<file path="config.mk">
export PLATFORM = sky130hd
export DESIGN_NAME = clpc_out
export DESIGN_NICKNAME = d
export VERILOG_FILES = /design/src/hw/rtl/clpc_pkg.sv /design/src/hw/rtl/clpc_out.sv
export SDC_FILE = /design/constraint.sdc
export NUM_CORES = 1
export LEC_CHECK = 0
export BUFFER_PORTS_ARGS = -buffer_cell sky130_fd_sc_hd__buf_4
export CAP_MARGIN = 20
export CORE_UTILIZATION = 32
export CTS_BUF_LIST = sky130_fd_sc_hd__clkbuf_2 sky130_fd_sc_hd__clkbuf_4 sky130_fd_sc_hd__clkbuf_8
export DETAILED_ROUTE_END_ITERATION = 8
export GPL_TIMING_DRIVEN = 0
export RECOVER_POWER = 50
export SETUP_SLACK_MARGIN = 0.3
export SLEW_MARGIN = 20
export SYNTH_ARGS = -nofsm -noshare
export SYNTH_HDL_FRONTEND = slang
export SYNTH_SLANG_ARGS = --single-unit
</file>
<file path="constraint.sdc">
create_clock -name clk -period 3.1 [get_ports clk]
set_input_delay 0.62 -clock clk [delete_from_list [all_inputs] [get_ports clk]]
set_output_delay 0.62 -clock clk [all_outputs]
set_load 0.05 [all_outputs]
</file>
<file path="src/hw/rtl/clpc_pkg.sv">
// ----------------------------------------------------------------------------
// clpc_pkg: closest point line coefficient shared definitions
// Widths, defaults and the control record passed along the divider chain.
// ----------------------------------------------------------------------------
package clpc_pkg;

	localparam int FRACTION_BITS = 24;
	localparam int COORD_W       = 32;
	localparam int COEF_W        = 25;
	localparam int WIDE_W        = 64;
	localparam int IN_DATA_W     = 6 * COORD_W;
	localparam int OUT_DATA_W    = 32;

	typedef enum logic [1:0] {
		KIND_ZERO,
		KIND_ONE,
		KIND_DIV
	} kind_t;

	typedef struct packed {
		logic  valid;
		kind_t kind;
	} ctrl_t;

endpackage

</file>
<file path="src/hw/rtl/clpc_out.sv">
// ----------------------------------------------------------------------------
// clpc_out: result selection and output buffering
// Pick zero, one or the quotient, then hold it in an output register with a
// skid register behind it; the chain advances only while the skid is empty.
// ----------------------------------------------------------------------------
module clpc_out #(
	parameter int FRACTION_BITS = clpc_pkg::FRACTION_BITS
) (
	input  logic                        clk,
	input  logic                        arst_n,
	input  clpc_pkg::ctrl_t             ctrl,
	input  logic [FRACTION_BITS:0]      quotient,
	input  logic                        ready,
	output logic                        ce,
	output logic                        valid,
	output logic [clpc_pkg::COEF_W-1:0] coefficient
);

	localparam int                           CF       = clpc_pkg::COEF_W;
	localparam logic [clpc_pkg::WIDE_W-1:0]  ONE_WIDE = 64'(1) << FRACTION_BITS;

	logic                        out_valid_q;
	logic [CF-1:0]               out_coef_q;
	logic                        skid_valid_q;
	logic [CF-1:0]               skid_coef_q;
	logic [clpc_pkg::WIDE_W-1:0] quot_wide;
	logic [CF-1:0]               coef;
	logic                        take;
	logic                        slot_free;

	assign quot_wide = 64'(quotient);
	assign ce        = !skid_valid_q;
	assign take      = ctrl.valid && ce;
	assign slot_free = !out_valid_q || ready;

	always_comb begin
		case (ctrl.kind)
			clpc_pkg::KIND_ZERO: coef = '0;
			clpc_pkg::KIND_ONE:  coef = ONE_WIDE[CF-1:0];
			clpc_pkg::KIND_DIV:  coef = quot_wide[CF-1:0];
			default:             coef = '0;
		endcase
	end

	always_ff @(posedge clk or negedge arst_n) begin
		if (!arst_n) begin
			out_valid_q  <= 1'b0;
			skid_valid_q <= 1'b0;
		end else if (slot_free) begin
			if (skid_valid_q) begin
				out_valid_q  <= 1'b1;
				skid_valid_q <= 1'b0;
			end else begin
				out_valid_q  <= take;
			end
		end else if (take) begin
			skid_valid_q <= 1'b1;
		end
	end

	always_ff @(posedge clk) begin
		if (slot_free) begin
			if (skid_valid_q) begin
				out_coef_q <= skid_coef_q;
			end else if (take) begin
				out_coef_q <= coef;
			end
		end else if (take) begin
			skid_coef_q <= coef;
		end
	end

	assign valid       = out_valid_q;
	assign coefficient = out_coef_q;

endmodule

</file>
# ---- Word-level counts from Yosys, hierarchy flattened
# Cells that the tools add are included.
dict set report word_totals {
  regBits 52
  input_bits 31
  latchBits 0
  mem_bits_ro 0
  mem_count 0
  ram_bits 0
}
dict set report op_classes {
  eq_ne 2
  mux 6
  n_lt_le_gt_ge 0
  div 0
  n_shift 0
  n_reduce_logical 8
  bitwise_logic 1
  n_mul 0
  n_addsub 0
}
# op n
set op_table {}
lappend op_table {{$mux W25} 2}
lappend op_table {{$pmux W25 S2} 1}
lappend op_table {{$reduce_and A2 Y1} 2}
lappend op_table {{$reduce_bool A2 Y1} 2}
lappend op_table {{$mux W1} 3}
lappend op_table {{$eq A2 B1 Y1 const B} 1}
lappend op_table {{$eq A2 B2 Y1 const B} 1}
lappend op_table {{$logic_not A1 Y1} 2}
lappend op_table {{$logic_and A1 B1 Y1} 1}
lappend op_table {{$logic_or A1 B1 Y1} 1}
lappend op_table {{$not A1 Y1} 1}

# ---- Longest topological paths before layout
dict set report logic_depth {
  word_depth 4
  ltp_mapped 5
}

# ---- Worst setup path after synthesis
# OpenSTA, ideal clock, no wires.
dict set report synth_timing {
  path_kind {in2reg}
  start {input port ready}
  end {register skid_coef_q[0] (enable)}
  t_arrival_ns 2.728
  setup_slack_ns -0.071
  n_path_buf 0
  stages 2
  path_cell_list {nand2b_1 > nor3b_1}
}
dict set report synth_between {
  elab_chain_len 3
}
# element line
set synth_rtl {}
lappend synth_rtl {{start: declaration} clpc_out.sv:13} ;# input logic ready,
lappend synth_rtl {{$logic_or A1 B1 Y1} clpc_out.sv:34} ;# assign slot_free = !out_valid_q || ready;
lappend synth_rtl {{$not A1 Y1 (no source line)} -}
lappend synth_rtl {{$reduce_and A2 Y1 (no source line)} -}
lappend synth_rtl {{end signal: assignment} clpc_out.sv:69} ;# skid_coef_q <= coef;
lappend synth_rtl {{end: declaration} clpc_out.sv:25} ;# logic [CF-1:0] skid_coef_q;
# Every way passes these cells.
# A chain may end at the register's enable or synchronous reset.

# ---- Final worst setup path
dict set report layout_timing {
  start {register skid_valid_q}
  end {output port ce}
}
dict set report layout_between {
  elab_chain_len 1
}
# element line
set layout_rtl {}
lappend layout_rtl {{start: declaration} clpc_out.sv:24} ;# logic skid_valid_q;
lappend layout_rtl {{start signal: assignment} clpc_out.sv:48} ;# skid_valid_q <= 1'b0;
lappend layout_rtl {{start signal: assignment} clpc_out.sv:52} ;# skid_valid_q <= 1'b0;
lappend layout_rtl {{start signal: assignment} clpc_out.sv:57} ;# skid_valid_q <= 1'b1;
lappend layout_rtl {{$logic_not A1 Y1} clpc_out.sv:32} ;# assign ce = !skid_valid_q;
lappend layout_rtl {{end: declaration} clpc_out.sv:14} ;# output logic ce,
# Every way passes these cells.

==> summary.md <==
| Metric | Value |
|---|---|
| FILL cells | 610 |
| Setup ws final | 1120 ps |
| Final Util | 42.20% |
| Post-synthesis average cell area | 18.17 µm² |
| Buffers on Ports | 57 |
| Fin area | 0.002710 mm² |
| GRT Residual Overflow | 0 |
| Die height | 84.20 µm |
| RSZ-0062 raised after global routing | no |
| Worst EP required | 2480 ps |
| FF/Latch Area | 0.001551 mm² |
| Cell leakage power | 1.049 nW |
| Avg WL per Cell | 13.90 µm |
| Post-Syn Area | 0.002162 mm² |
| Worst Skew | 8.391 ps |
| Worst reg-to-reg path cell count | 2 |
| Pwr/cell area | 580.5 mW/mm² |
| CP max FO | 10 |
| Cell Count, Final, Fillers Out | 262 |
| Worst R2R Start | valid$_DFFE_PN0N_ |
| Number of gates resized after cts | 0 |
| CTS tree | yes |
| Core Area | 0.006422 mm² |
| Synth cell types | 18 |
| First-pass GRT wire length | 5927 µm |
| Period utilisation layout | 63.87% |
| Slowest cell on crit path | dfrtp_1 |
| RR Endpoint | coefficient[3]$_DFFE_PP_ |
| Maximum clock insertion buffer count | 2 |
| Post-synthesis compound-gate area fraction | 0.5787% |
| WS Path Type | register to output port |
| Synth Warn # | 0 |
| Hold-fix buffers, CTS | 0 |
| Vias | 1139 |
| GR Util met1 | 14.37% |
| DR vias/cell | 4.347 |
| Peak per-stage delay on the critical path | 460 ps |
| DRT antenna net count | 0 |
| Simple-gate share of the synthesized area | 8.738% |
| Worst min path class | input port to asynchronous set/reset pin |
| Die area | 0.007089 mm² |
| Clock transition at path regs | 80 ps |
| Slew HR | 50.81% |
| Synth Area in Adders | 1.157% |
| Die Wd | 84.20 µm |
| Starting Density | 33.66% |
| Critical Path Sink Type | output port |
| Area delta synth->final | 25.35% |
| Critical Path AT | 1360 ps |
| Status | finished with violations |
| Placer Congestion | 0.6660 |
| M3 GR Usage | 3.933% |
| Syn_nets | 152 |
| Post-synthesis register bit count | 52 |
| Post-CTS setup buffer count | 0 |
| Xor/xnor cell area share of the yosys netlist | 0% |
| Footprint of the multi-input gates | 575.6 µm² |
| ANT cells | 0 |
| Post-synthesis sequential area ratio | 71.76% |
| FP Rows | 29 |
| TNS Setup | 0 ps |
| Met2 GRT Util | 17.44% |
| H-tree depth | 2 |
| Placed Area | 0.002716 mm² |
| All-Layer GR Usage | 11.30% |
| Final Hold Viols | 0 |
| Remaining DRCs | 12 |
| Clk sink count | 52 |
| Dpl cells | 254 |
| Ratio of cells with drive above 1 in the final layout | 34.59% |
| CP Launch Type | register |
| IO Count | 58 |
| Most frequent cells in the layout | 50 x edfxtp_1, 30 x clkbuf_1, 28 x buf_4 |
| Max cap viols | 0 |
| Worst skew pair latency | 300 ps |
| Final setup vio count | 0 |
| Number of global-route vias before repair | 1173 |
| Fin crit period | 1980 ps |
| Fmax | 0.5050 GHz |
| Main combinational cell family by area after synthesis | multiplexers |
| Mux cell area share after synthesis | 15.80% |
| Failing checks | design-rule violations |
| Flop-to-flop setup slack | 1500 ps |
| Clock buffer count from CTS | 5 |
| Worst-Margin Slew | 736.4 ps |
| Max VDD drop | 0.2354 mV |
| Post-Syn Instances | 119 |
| Layout net count | 217 |
| Pin count of the biggest net entering global routing | 26 |
| Setup WS pre-CTS | 987.2 ps |
| DRT iter0 DRCs | 82 |
| Pre-Repair DR Iteration Count | 7 |
| Clock Tree Root | clkbuf_8 |
| Antenna violations before repair | 0 |
| Commonest non-fill, non-tap cell in the layout | edfxtp_1 |
| Slew Limit Fails | 0 |
| Final WL | 3643 µm |
| Worst path cell trace | inv_2 > buf_6 > buf_4 |
| Busiest grt layer | met2 |
| Dpl hpwl | 2522 µm |
[where the power goes]
group          internal (mW)  total [mW]  leakage [nW]  switching [mW]
clock                  0.249       0.467        0.0586           0.218
sequential             0.827       0.840         0.504          0.0127
combinational         0.0856       0.266         0.486           0.181
[layout make-up]
cell class | instances | share of cell area, %
clock inverter | 2 | 1.293
sequential | 52 | 57.25
tap | 77 | 3.555
buffer | 4 | 1.108
inverter | 3 | 0.4155
multi-input combinational | 60 | 21.24
timing repair buffer | 58 | 12.33
clock buffer | 6 | 2.816
[cells by family after synthesis]
group	Yosys count
flops	52
fa+ha+maj	2
mux	24
buf+inv	7
compound gates	2
simple gates	32
[through the flow]
step | total power [mW] | hold slack (ps)
CTS | 1.631 | 73.64
global route | 1.640 | 81.68
finish | 1.573 | 90.97
global placement | 1.153 | 402.6
floorplan | 1.057 | 324.4
detailed placement | 1.159 | 405.0
[registers in the layout, summed over array words and instances, names as in the netlist]
name and flops:
skid_coef_q 25, skid_valid_q 1, coefficient 25, valid 1
[synthesized netlist by cell type]
library cell | instances | area [µm²]
nor3b_1 | 1 | 7.510
nand2_1 | 2 | 7.510
mux2_2 | 5 | 56.30
nand2b_1 | 1 | 6.260
dfrtp_1 | 2 | 50.05
ha_1 | 2 | 25.02
nor2b_1 | 1 | 6.260
edfxtp_1 | 50 | 1501
clkbuf_1 | 1 | 3.750
and2_1 | 24 | 150.1
inv_2 | 1 | 3.750
a21oi_1 | 1 | 5.000
nor2_1 | 3 | 11.26
mux2_4 | 19 | 285.3
inv_1 | 2 | 7.510
o31ai_1 | 1 | 7.510
buf_2 | 1 | 5.000
buf_6 | 2 | 22.52
[routing by layer]
metal  part of all wire (%)  routed length [µm]  vias up
li1                       -                   -      561
met1                     47                1699      533
met2                     45                1623       41
met3                    7.0                 254        4
met4                    1.8                  65        0
met5                      0                   0        -
[critical path: cells and delay by family, from the launching register on]
| kind | cells | cell delay (ps) |
|---|---|---|
| DFF | 1 | 460 |
| buffers and inverters | 3 | 600 |
[worst max path at each step]
| stage | from | to | slack, ps | cells past startpoint |
|---|---|---|---|---|
| global route | skid_valid_q$_DFFE_PN0P_ | ce | 1020 | 3 |
| finish | skid_valid_q$_DFFE_PN0P_ | ce | 1120 | 3 |
| floorplan | ready | coefficient[0]$_DFFE_PP_ | 740 | 2 |
| global placement | ready | coefficient[21]$_DFFE_PP_ | 30 | 3 |
| detailed placement | ready | skid_coef_q[21]$_DFFE_PP_ | 990 | 4 |
| CTS | skid_valid_q$_DFFE_PN0P_ | ce | 1080 | 3 |
No activity file was read; power rests on OpenSTA's default activity.
