--- src/hw/rtl/clpc_pkg.sv ---
// ----------------------------------------------------------------------------
// clpc_pkg: closest point line coefficient shared definitions
// Widths, defaults and the control record passed along the divider chain.
// ----------------------------------------------------------------------------
package clpc_pkg;

	localparam int FRACTION_BITS = 24;
	localparam int COORD_W       = 32;
	localparam int COEF_W        = 25;
	localparam int WIDE_W        = 64;
	localparam int IN_DATA_W     = 6 * COORD_W;
	localparam int OUT_DATA_W    = 32;

	typedef enum logic [1:0] {
		KIND_ZERO,
		KIND_ONE,
		KIND_DIV
	} kind_t;

	typedef struct packed {
		logic  valid;
		kind_t kind;
	} ctrl_t;

endpackage

--- src/hw/rtl/clpc_cell.sv ---
// ----------------------------------------------------------------------------
// clpc_cell: one restoring division step
// Shift one dividend bit into the partial remainder, subtract the divisor
// when it fits and shift the quotient bit into the low end.
// ----------------------------------------------------------------------------
module clpc_cell #(
	parameter int FRACTION_BITS = clpc_pkg::FRACTION_BITS
) (
	input  logic                        clk,
	input  logic                        arst_n,
	input  logic                        ce,
	input  clpc_pkg::ctrl_t             ctrl,
	input  logic [clpc_pkg::WIDE_W-1:0] rem,
	input  logic [clpc_pkg::WIDE_W-1:0] dvsr,
	input  logic [FRACTION_BITS:0]      bits,
	output clpc_pkg::ctrl_t             ctrl_q,
	output logic [clpc_pkg::WIDE_W-1:0] rem_q,
	output logic [clpc_pkg::WIDE_W-1:0] dvsr_q,
	output logic [FRACTION_BITS:0]      bits_q
);

	localparam int WW = clpc_pkg::WIDE_W;

	logic [WW:0]   trial;
	logic [WW:0]   diff;
	logic          fits;
	logic [WW-1:0] rem_next;

	always_comb begin
		trial    = {rem, bits[FRACTION_BITS]};
		diff     = trial - {1'b0, dvsr};
		fits     = trial >= {1'b0, dvsr};
		rem_next = fits ? diff[WW-1:0] : trial[WW-1:0];
	end

	always_ff @(posedge clk or negedge arst_n) begin
		if (!arst_n) begin
			ctrl_q.valid <= 1'b0;
			ctrl_q.kind  <= clpc_pkg::KIND_ZERO;
		end else if (ce) begin
			ctrl_q <= ctrl;
		end
	end

	always_ff @(posedge clk) begin
		if (ce) begin
			rem_q  <= rem_next;
			dvsr_q <= dvsr;
			bits_q <= {bits[FRACTION_BITS-1:0], fits};
		end
	end

endmodule

--- config.mk ---
export PLATFORM = sky130hd
export DESIGN_NAME = clpc_cell
export DESIGN_NICKNAME = d
export VERILOG_FILES = /design/src/hw/rtl/clpc_pkg.sv /design/src/hw/rtl/clpc_cell.sv
export SDC_FILE = /design/constraint.sdc
export NUM_CORES = 1
export LEC_CHECK = 0
export BUFFER_PORTS_ARGS = -buffer_cell sky130_fd_sc_hd__buf_4
export CAP_MARGIN = 20
export CORE_ASPECT_RATIO = 2
export CORE_MARGIN = 4
export CORE_UTILIZATION = 56
export DETAILED_ROUTE_END_ITERATION = 7
export PLACE_DENSITY = 0.87
export SLEW_MARGIN = 20
export SYNTH_ARGS = -nofsm -noshare
export SYNTH_HDL_FRONTEND = slang
export SYNTH_SLANG_ARGS = --single-unit
--- constraint.sdc ---
create_clock -name clk -period 2.05 [get_ports clk]
set_input_delay 0 -clock clk [delete_from_list [all_inputs] [get_ports clk]]
set_output_delay 0 -clock clk [all_outputs]
set_load 0.02 [all_outputs]
==> results.txt, run 1 <==
clock root buffer master - clkbuf_16
Starting Density - 57.3%
Die Y - 191 um
Yosys reg bits - 156
EDFF count, synth - 153
H-tree Lvls - 4
status - stopped before the end
Synth Instances - 925
Cells after DPL - 1653
multiplexer share of the synthesized area - 0.957%
commonest cells in the netlist - edfxtp_1, nand2_1, o21ai_0, inv_1, a21oi_1
CTS sink count - 156
Post-Synth Adder-Cell Area - 8.72%
total CTS buffers - 17
# port buffers - 314
Max clock buf depth - 2
Syn Area/Cell - 10.2 um2
ys async rst share - 1.92%
compound-cell area share of the yosys netlist - 18.6%
cts hold-fix bufs - 155
syn nets - 1149
synth top area cells - edfxtp_1, ha_1, o21ai_0
DPL Wire Length - 29200 um
Ys Warns - 0
most frequent cell after synthesis - edfxtp_1
register area share after synthesis - 49.6%
share of the synthesized area in the top cell type - 48.8%
Err - [ERROR DPL-0038] Utilization greater than 100%, impossible to legalize
largest family of logic cells by synthesized area - compound AO/OA/AOI/OAI gates
ys flop type - edfxtp_1
# resized after CTS - 172
biggest area consumer among synthesized cells - edfxtp_1
Final GP Congestion - 0.975
pre-CTS WS - -1.07 ns
xor/xnor share of the synthesized area - 5.30%
Stop stage - 4_1_cts
Rows - 66
die width - 99.7 um
area share of and/or/nand/nor cells after synthesis - 11.7%
post-synthesis cell type count - 66
Mapped Area - 0.00941 mm2
Setup Buffers After CTS - 49
io pins - 315
-- cells by family after synthesis --
logic type	count (synthesis)
adder cells (fa/ha/maj)	65
buffers and inverters	116
AO/OA/AOI/OAI	287
XOR/XNOR	57
multiplexers	7
AND/OR/NAND/NOR	237
flip-flops	156
-- per-stage QoR --
| step | setup TNS (ns) | instance area (um2) |
|---|---|---|
| global placement | -59.55 | 14100 |
| detailed placement | -63.00 | 14100 |
| floorplan | -20.17 | 9770 |
==> inputs of run 2 (changes only) <==
--- a/config.mk
+++ b/config.mk
@@ -7,11 +7,10 @@
 export LEC_CHECK = 0
 export BUFFER_PORTS_ARGS = -buffer_cell sky130_fd_sc_hd__buf_4
 export CAP_MARGIN = 20
-export CORE_ASPECT_RATIO = 2
 export CORE_MARGIN = 4
-export CORE_UTILIZATION = 56
+export CORE_UTILIZATION = 40
 export DETAILED_ROUTE_END_ITERATION = 7
-export PLACE_DENSITY = 0.87
+export PLACE_DENSITY_LB_ADDON = 0.15
 export SLEW_MARGIN = 20
 export SYNTH_ARGS = -nofsm -noshare
 export SYNTH_HDL_FRONTEND = slang
==> results.txt, run 2 <==
H-tree Lvls - 4 (unchanged)
commonest cells in the netlist - edfxtp_1, nand2_1, o21ai_0, inv_1, a21oi_1
worst skew pair latency - 0.43 ns
worst reg2reg path depth - 1
DIE AREA - 0.0261 mm2
PwrDens - 665 mW/mm2
most frequent cell after synthesis - edfxtp_1
Max clock buf depth - 2 (unchanged)
Slowest-stage cell, CP - o31a_1
commonest cells after routing, fill and taps aside - buf_4, dlygate4sd3_1, edfxtp_1, nand2_1, a21oi_1
pre-CTS WS - -1.02 ns (+0.0481 ns)
Post-Synth Adder-Cell Area - 8.72% (unchanged)
P&R area growth vs syn - 88.8%
Hold Path Depth - 3
TritonCTS clock tree - built
Clock Skews - 0 ns
Largest regs - dvsr_q (64), rem_q (64), bits_q (25)
Iter 0 DRT Violations - 738
ratio of cells with drive above 1 in the final layout - 49.2%
Slew Limit Fails - 0
MaxCap Viol Count - 0
CP Data Required Time - 2.23 ns
Worst setup EP type - register
Vias - 10200
Syn Area/Cell - 10.2 um2 (unchanged)
Worst-path clk slew - 0.07 ns
die width - 161 um (+62%)
drt pass-1 iters - 5
EDFF count, synth - 153 (unchanged)
Mapped Area - 0.00941 mm2 (unchanged)
period utilization - 128%
most common cell after layout, fill and taps aside - buf_4
startpoint types - primary input
register area - 0.00467 mm2
Power, Total - 11800 uW
multiplexer share of the synthesized area - 0.957% (unchanged)
# DRC - 0
initial antenna violation count - 0
DPL Wire Length - 23600 um (-19%)
R2R setup slack - 1.30 ns
Hold Path Class - in2reg
Worst Path Arrival - 2.80 ns
Endpoint, Worst Hold - rem_q[35]
Antenna Cells - 0
syn nets - 1149 (unchanged)
pin count of the biggest net entering global routing - 53
post-route cell area - 0.0178 mm2
Rows - 55 (-17%)
Detailed Route WL - 36600 um
failing checks - setup timing
Crit path buffers/inverters - 2
xor/xnor share of the synthesized area - 5.30% (unchanged)
ys flop type - edfxtp_1
all-layer global routing usage - 26.3%
Slew HR - 64.5%
compound-cell area share of the yosys netlist - 18.6% (unchanged)
Starting Density - 41.1% (-16 points)
register area share after synthesis - 49.6% (unchanged)
# port buffers - 314 (unchanged)
r2r startpoint - ctrl_q[0]
Yosys reg bits - 156 (unchanged)
Final Util - 77.6%
area of the multi-input gates - 0.00541 mm2
slowest stage delay, CP - 0.37 ns
Synth Instances - 925 (unchanged)
peak supply drop - 0.000524 V
post-synthesis cell type count - 66 (unchanged)
antenna viol nets, final - 0
Final GP Congestion - 0.922 (-5.4%)
first-pass GRT wire length - 54800 um
Hold Startpoint - rem[34]
Ys Warns - 0 (unchanged)
DR WL/cell - 18.5 um
fillers - 1413
total CTS buffers - 17 (unchanged)
fmax - 381 MHz
dominant delay contributor by cell family on the critical path - compound AO/OA/AOI/OAI gates
clock root buffer master - clkbuf_16
Final setup viols - 64
RSZ-0062 raised after global routing - true
Max Fanout on Critical Path - 3
setup slack after layout - -0.575 ns
biggest area consumer among synthesized cells - edfxtp_1
Slew @ Worst Pin - 0.526 ns
vias per cell - 5.14
area share of and/or/nand/nor cells after synthesis - 11.7% (unchanged)
CP Class - in2reg
Core Region - 0.0229 mm2
P_leak - 0.00788 uW
CP Cell Sequence - buf_8, inv_8, ha_4, fa_2, and2b_1, o31a_1, a21boi_2, o2111ai_2, nand3b_1, a21oi_2, o31a_1, a21o_1, a21oi_2, xnor2_1, mux2_2
number of global-route vias before repair - 10500
Final Hold Violating Endpoints - 0
ys async rst share - 1.92% (unchanged)
final net count - 1879
CTS sink count - 156 (unchanged)
reg-to-reg endpoint - ctrl_q[0]
Area after DPL - 0.0142 mm2 (+0.94%)
Die Y - 161 um (-16%)
GRT Residual Overflow - 0
synth top area cells - edfxtp_1, ha_1, o21ai_0
io pins - 315 (unchanged)
largest family of logic cells by synthesized area - compound AO/OA/AOI/OAI gates
status - complete, but fails checks
minimum clock period - 2.63 ns
share of the synthesized area in the top cell type - 48.8% (unchanged)
run 2: tightest hold or removal path, stage by stage:
cell and delay, ns:
buf_4 0.11, buf_4 0.10, mux2_4 0.12
run 2: per-layer routing:
metal  part of all wire, %  routed length [um]  GRT usage [%]  up-vias
met1                    40               14600           31.8     4886
li1                      -                   -              -     4835
met3                   6.3                2310           5.08       58
met4                   2.8                1020           8.69        0
met5                     0                   0              0        -
met2                    51               18700           47.2      401
run 2: timing repair:
item                                    CTS  global route
buffers inserted                         22             6
endpoints found under the setup margin   65            65
gates cloned                             10             2
hold buffers                            156             0
gates resized for setup                 156           130
pin swaps                                42            30
hold endpoints to repair                161             0
run 2: area by class of cell:
class	count	area share, %
Inverter	83	1.89
Clock buffer	18	2.41
Multi-Input combinational cell	654	30.4
Tap cell	313	2.20
Sequential cell	156	26.3
Timing Repair Buffer	743	35.9
Clock inverter	14	0.866
run 2: cells by family (layout without fill, tap and decap cells):
| family | Yosys count | after routing |
|---|---|---|
| muxes | 7 | 7 |
| buffers and inverters | 116 | 858 |
| xor gates and xnor gates | 57 | 57 |
| AOI/OAI and AO/OA | 287 | 288 |
| DFF | 156 | 156 |
| adders and majority gates | 65 | 65 |
| and+or+nand+nor | 237 | 237 |
run 2: worst max path at each step:
| stage | startpoint | endpoint | slack (ns) | cells past startpoint |
|---|---|---|---|---|
| after floorplan | bits[24] | rem_q[62] | -0.61 | 14 |
| after global placement | bits[24] | rem_q[62] | -0.93 | 15 |
| after detailed placement | bits[24] | rem_q[62] | -1.02 | 15 |
| after CTS | bits[24] | rem_q[62] | -0.52 | 15 |
| after global routing | bits[24] | rem_q[52] | -0.68 | 15 |
| final | bits[24] | rem_q[52] | -0.58 | 15 |
run 2: report_power, final:
group	internal [uW]	switching [uW]	total (uW)
Clock	1730	1530	3260
Sequential	3950	116	4060
Combinational	2270	2220	4500
run 2: stage by stage:
stage / hold WS (ns) / cells / setup TNS, ns
floorplan: -0.296 / 925 / -20.17
global placement: -0.209 / 1758 / -45.51
detailed placement: -0.209 / 1758 / -49.14
CTS: 0.00507 / 1978 / -16.62
global route: 0.0138 / 1981 / -24.13
finish: 0.00710 / 1981 / -18.72
No activity file was read; power rests on OpenSTA's default activity.
==> inputs of run 3 (changes only) <==
--- a/config.mk
+++ b/config.mk
@@ -10,7 +10,9 @@
 export CORE_MARGIN = 4
 export CORE_UTILIZATION = 40
 export DETAILED_ROUTE_END_ITERATION = 7
+export GPL_ROUTABILITY_DRIVEN = 0
 export PLACE_DENSITY_LB_ADDON = 0.15
+export SKIP_CTS_REPAIR_TIMING = 1
 export SLEW_MARGIN = 20
 export SYNTH_ARGS = -nofsm -noshare
 export SYNTH_HDL_FRONTEND = slang
==> results.txt, run 3 (synthesis gave the netlist of run 2 again) <==
DIE AREA - 0.0261 mm2 (unchanged)
minimum clock period - 2.61 ns (-0.0156 ns)
drt pass-1 iters - 7 (+2)
met3 wire length - 2290 um (-0.82%)
slowest stage delay, CP - 0.39 ns (+0.02 ns)
status - complete, but fails checks
TritonCTS clock tree - built
io pins - 315 (unchanged)
most common cell after layout, fill and taps aside - buf_4
Power, Total - 11800 uW (about the same)
# port buffers - 314 (unchanged)
first-pass GRT wire length - 47300 um (-14%)
Max clock buf depth - 2 (unchanged)
post-route cell area - 0.0178 mm2 (+0.16%)
Worst setup EP type - register
Final Hold Violating Endpoints - 0 (unchanged)
peak supply drop - 0.000494 V (-5.8%)
setup slack after layout - -0.560 ns (+0.0156 ns)
worst skew pair latency - 0.43 ns (about the same)
Worst Path Arrival - 2.80 ns (about the same)
Max Fanout on Critical Path - 3 (unchanged)
DR WL/cell - 18.6 um (+0.42%)
Final setup viols - 65 (+1.6%)
# DRC - 0 (unchanged)
H-tree Lvls - 4 (unchanged)
Core Region - 0.0229 mm2 (unchanged)
Antenna Cells - 0 (unchanged)
Iter 0 DRT Violations - 765 (+3.7%)
PwrDens - 664 mW/mm2 (-0.11%)
CP Class - in2reg
GRT Residual Overflow - 0 (unchanged)
Rows - 55 (unchanged)
Area after DPL - 0.0142 mm2 (about the same)
top routing layer used - met5
number of global-route vias before repair - 9268 (-12%)
period utilization - 127% (-0.76 points)
P&R area growth vs syn - 89.1%
antenna viol nets, final - 0 (unchanged)
Die Y - 161 um (unchanged)
DPL Wire Length - 23900 um (+1.1%)
Largest regs - dvsr_q (64), rem_q (64), bits_q (25)
CP Cell Sequence - buf_8, inv_8, ha_4, fa_2, and2b_1, o31a_1, a21boi_2, or3_4, a211oi_4, o21ai_2, buf_4, buf_6, a21oi_4, a31oi_4, buf_6, xor2_2, o21ai_1
die width - 161 um (unchanged)
vias per cell - 5.10 (-0.85%)
Worst-path clk slew - 0.07 ns (about the same)
ratio of cells with drive above 1 in the final layout - 49.2% (about the same)
Detailed Route WL - 36800 um (+0.63%)
crit-path most repeated cell - buf_6
final net count - 1883 (+0.21%)
Vias - 10100 (-0.65%)
met2 WL post-DR - 18700 um (+0.26%)
Slew @ Worst Pin - 0.528 ns (+0.00166 ns)
Starting Density - 41.1% (unchanged)
commonest cells after routing, fill and taps aside - buf_4, dlygate4sd3_1, edfxtp_1, a21oi_1, inv_1
all-layer global routing usage - 22.6% (-3.7 points)
total CTS buffers - 17 (unchanged)
Hold Path Class - in2reg
Setup TNS - -21.43 ns (-2.71 ns)
fillers - 1469 (+4.0%)
clock root buffer master - clkbuf_16
Final Util - 77.7% (+0.13 points)
P_leak - 0.00792 uW (+0.45%)
fmax - 383 MHz (+0.60%)
CP Data Required Time - 2.24 ns (about the same)
MaxCap Viol Count - 0 (unchanged)
RSZ-0062 raised after global routing - true
Slew Limit Fails - 0 (unchanged)
CTS sink count - 156 (unchanged)
startpoint types - primary input
Slew HR - 64.4% (-0.11 points)
Clock Skews - 0 ns (unchanged)
Slowest-stage cell, CP - or3_4
pin count of the biggest net entering global routing - 54 (+1.9%)
failing checks - setup timing
initial antenna violation count - 1 (+1)
wl on met1 - 14800 um (+1.8%)
[run 3: cell types whose count changed in the layout (fill, tap and decap cells not counted), sizes merged]
cell         before  now
dlygate4sd3     156  157
clkbuf           19   27
buf             585  581
bufbuf            1    0
[run 3: metal layers]
| metal | track usage (%) | up-vias |
|---|---|---|
| li1 | - | 4842 |
| met1 | 28.0 | 4822 |
| met3 | 5.08 | 61 |
| met4 | 7.41 | 2 |
| met2 | 39.0 | 387 |
| met5 | 0 | - |
[run 3: worst paths after layout]
| check | start | to | slack (ns) | cells after the start |
|---|---|---|---|---|
| max | bits[24] | rem_q[42] | -0.56 | 17 |
| min | dvsr[0] | rem_q[0] | 0.07 | 3 |
| max reg2reg | ctrl_q[2] | ctrl_q[2] | 1.28 | 1 |
| min reg2reg | ctrl_q[1] | ctrl_q[1] | 0.52 | 1 |
| max in group asynchronous | arst_n | ctrl_q[2] | 1.45 | 3 |
| min in group asynchronous | arst_n | ctrl_q[0] | 0.45 | 3 |
[run 3: power by group]
part | internal [uW] | leakage (uW) | total [uW] | switching (uW)
clock network | 1730 | 0.000284 | 3260 | 1530
registers | 3950 | 0.00153 | 4060 | 115
logic | 2280 | 0.00610 | 4500 | 2230
[run 3: stage by stage]
step | setup WS (ns) | hold slack (ns) | std cells
floorplan | -0.610 | -0.296 | 925
global placement | -0.927 | -0.209 | 1757
detailed placement | -0.990 | -0.207 | 1757
CTS | -0.539 | -0.678 | 1789
global route | -0.668 | 0.0435 | 1985
finish | -0.560 | 0.0679 | 1985
[run 3: final cells by class]
type | instances | area (um2) | share of cell area (%)
Timing Repair Buffer | 747 | 6440 | 36.2
Multi-Input combinational cell | 654 | 5380 | 30.2
Sequential cell | 156 | 4670 | 26.2
Inverter | 83 | 342 | 1.92
Clock inverter | 14 | 154 | 0.864
Tap cell | 313 | 392 | 2.20
Clock buffer | 18 | 429 | 2.41
[run 3: worst max-delay path, delay by kind of cell]
kind | cells | cell delay [ns]
AO/OA/AOI/OAI | 7 | 1.00
XOR/XNOR | 1 | 0.16
adder cells (fa/ha/maj) | 2 | 0.50
buffers and inverters | 5 | 0.53
AND/OR/NAND/NOR | 2 | 0.61
==> inputs of run 4 (changes only) <==
--- a/config.mk
+++ b/config.mk
@@ -5,10 +5,12 @@
 export SDC_FILE = /design/constraint.sdc
 export NUM_CORES = 1
 export LEC_CHECK = 0
+export ABC_AREA = 1
 export BUFFER_PORTS_ARGS = -buffer_cell sky130_fd_sc_hd__buf_4
 export CAP_MARGIN = 20
+export CORE_ASPECT_RATIO = 2
 export CORE_MARGIN = 4
-export CORE_UTILIZATION = 40
+export CORE_UTILIZATION = 35
 export DETAILED_ROUTE_END_ITERATION = 7
 export GPL_ROUTABILITY_DRIVEN = 0
 export PLACE_DENSITY_LB_ADDON = 0.15
==> results.txt, run 4 <==
status - complete, but fails checks
failing checks - hold timing
Worst setup EP type - register
drt pass-1 iters - 5 (-2)
ys async rst share - 1.92% (unchanged)
synth top area cells - edfxtp_1, nand2_1, inv_1
number of global-route vias before repair - 13000 (+40%)
all-layer global routing usage - 24.2% (+1.7 points)
Worst-path clk slew - 0.07 ns (about the same)
total CTS buffers - 17 (unchanged)
Slew HR - 68.8% (+4.4 points)
PwrDens - 619 mW/mm2 (-6.8%)
most common cell after layout, fill and taps aside - nand2_1
Setup TNS - 0 ns (+21.43 ns)
# DRC - 0 (unchanged)
Ys Warns - 0 (unchanged)
first-pass GRT wire length - 68300 um (+44%)
Starting Density - 35.3% (-5.7 points)
Slew @ Worst Pin - 0.468 ns (-0.0600 ns)
Rows - 95 (+73%)
io pins - 315 (unchanged)
post-route cell area - 0.0190 mm2 (+6.5%)
Syn Area/Cell - 6.87 um2 (-33%)
ys flop type - edfxtp_1
Max Fanout on Critical Path - 3 (unchanged)
MaxCap Viol Count - 0 (unchanged)
Largest regs - dvsr_q (64), rem_q (64), bits_q (25)
P&R area growth vs syn - 60.1%
worst skew pair latency - 0.44 ns (about the same)
fillers - 3318 (+130%)
Power, Total - 11700 uW (-0.73%)
TritonCTS clock tree - built
Area after DPL - 0.0168 mm2 (+19%)
clock root buffer master - clkbuf_16
share of the synthesized area in the top cell type - 38.8% (-10 points)
pin count of the biggest net entering global routing - 55 (+1.9%)
H-tree Lvls - 4 (unchanged)
Core Region - 0.0335 mm2 (+46%)
R2R setup slack - 1.29 ns (about the same)
Worst Path Arrival - 2.16 ns (-0.64 ns)
most frequent cell after synthesis - nand2_1
DR WL/cell - 16.5 um (-11%)
GRT Residual Overflow - 0 (unchanged)
vias per cell - 4.62 (-9.3%)
EDFF count, synth - 153 (unchanged)
final net count - 2702 (+43%)
Iter 0 DRT Violations - 630 (-18%)
DPL Wire Length - 39600 um (+66%)
Final Hold Violating Endpoints - 4 (+4)
peak supply drop - 0.000635 V (+29%)
register area share after synthesis - 39.4% (-10 points)
commonest cells in the netlist - nand2_1, inv_1, edfxtp_1, nand3_1, nor2_1
minimum clock period - 1.94 ns (-0.668 ns)
biggest area consumer among synthesized cells - edfxtp_1
P_leak - 0.0104 uW (+32%)
RSZ-0062 raised after global routing - false
post-synthesis cell type count - 38 (-42%)
antenna viol nets, final - 0 (unchanged)
WHS - -0.0240 ns (-0.0919 ns)
Detailed Route WL - 48200 um (+31%)
Mapped Area - 0.0118 mm2 (+26%)
die width - 138 um (-14%)
CP Data Required Time - 2.26 ns (+0.02 ns)
Vias - 13500 (+34%)
CTS sink count - 156 (unchanged)
ratio of cells with drive above 1 in the final layout - 27.4% (-22 points)
Die Y - 268 um (+66%)
fmax - 515 MHz (+34%)
period utilization - 94.7% (-33 points)
CP Class - in2reg
Slew Limit Fails - 0 (unchanged)
Synth Instances - 1725 (+86%)
Yosys reg bits - 156 (unchanged)
Hold Path Class - in2reg
Clock Skews - 0 ns (unchanged)
# port buffers - 314 (unchanged)
commonest cells after routing, fill and taps aside - nand2_1, buf_4, inv_1, dlygate4sd3_1, edfxtp_1
startpoint types - primary input
initial antenna violation count - 1 (unchanged)
Final setup viols - 0 (-100%)
DIE AREA - 0.0370 mm2 (+42%)
syn nets - 1949 (+70%)
Max clock buf depth - 2 (unchanged)
run 4: cell types whose count changed after synthesis, moves of 27 or more:
| cell | change |
|---|---|
| nand3_1 | +131 |
| o21ai_0 | -91 |
| inv_1 | +287 |
| xnor2_1 | -35 |
| a21oi_1 | -38 |
| nor2_1 | +64 |
| nand2_1 | +577 |
| a21o_1 | -27 |
run 4: critical path, stage by stage:
cell and delay [ns]:
buf_4 0.09, inv_1 0.05, ha_1 0.39, buf_4 0.18, nand2_1 0.05, nand2_1 0.08
inv_1 0.06, nand2_1 0.08, inv_1 0.06, nand2_1 0.08, buf_4 0.14, nand2_1 0.05
nand2_1 0.15, a21oi_1 0.41, nand3b_1 0.13, nand3_1 0.10, nand2_1 0.05
run 4: per-stage QoR:
stage	util, %	setup WS, ns	std cells	hold slack, ns
after global placement	50.2	-0.356	2741	-0.212
after detailed placement	50.2	-0.329	2741	-0.209
after CTS	51.9	0.167	2773	-0.706
after floorplan	-	0.239	1725	-0.296
final	56.6	0.108	2928	-0.0240
after global routing	56.6	0.0214	2928	0.00424
run 4: path summary, 6_finish.rpt:
path                       startpoint        end  cells past startpoint
max                          dvsr[32]  rem_q[57]                     17
min                           rem[19]  rem_q[20]                      4
max reg2reg                 ctrl_q[1]  ctrl_q[1]                      1
min reg2reg                 ctrl_q[0]  ctrl_q[0]                      1
max in group asynchronous      arst_n  ctrl_q[0]                      3
min in group asynchronous      arst_n  ctrl_q[1]                      3
run 4: power breakdown:
group / internal, uW / total [uW] / switching, uW
sequential: 3940 / 4040 / 105
combinational: 2000 / 4440 / 2440
clock: 1910 / 3250 / 1350
run 4: metal layers:
| metal | share of wire [%] | up-vias | routed length, um | global-route usage, % |
|---|---|---|---|---|
| met5 | 0 | - | 0 | 0 |
| met4 | 9.8 | 0 | 4710 | 22.0 |
| met3 | 3.9 | 170 | 1870 | 3.76 |
| met2 | 57 | 463 | 27300 | 48.4 |
| met1 | 30 | 6101 | 14300 | 19.7 |
| li1 | - | 6804 | - | - |
run 4: cells by family (layout without fill, tap and decap cells):
kind of cell,after synthesis,in the layout,synth area share [%]
simple gates,1004,1004,35.1
mux,3,3,0.285
compound gates,55,55,2.44
fa+ha+maj,65,65,6.93
flops,156,156,39.4
buf+inv,411,1177,13.5
other cells,0,1,0
xor+xnor,31,31,2.29
run 4: final cells by class:
type / count / area (um2) / area share (%)
Tap cell: 436 / 546 / 2.88
Sequential cell: 156 / 4670 / 24.6
Timing Repair Buffer: 753 / 6090 / 32.1
Inverter: 392 / 1470 / 7.76
Antenna cell: 1 / 2.50 / 0.0132
Multi-Input combinational cell: 1158 / 5590 / 29.5
Clock inverter: 15 / 171 / 0.904
Clock buffer: 17 / 425 / 2.24
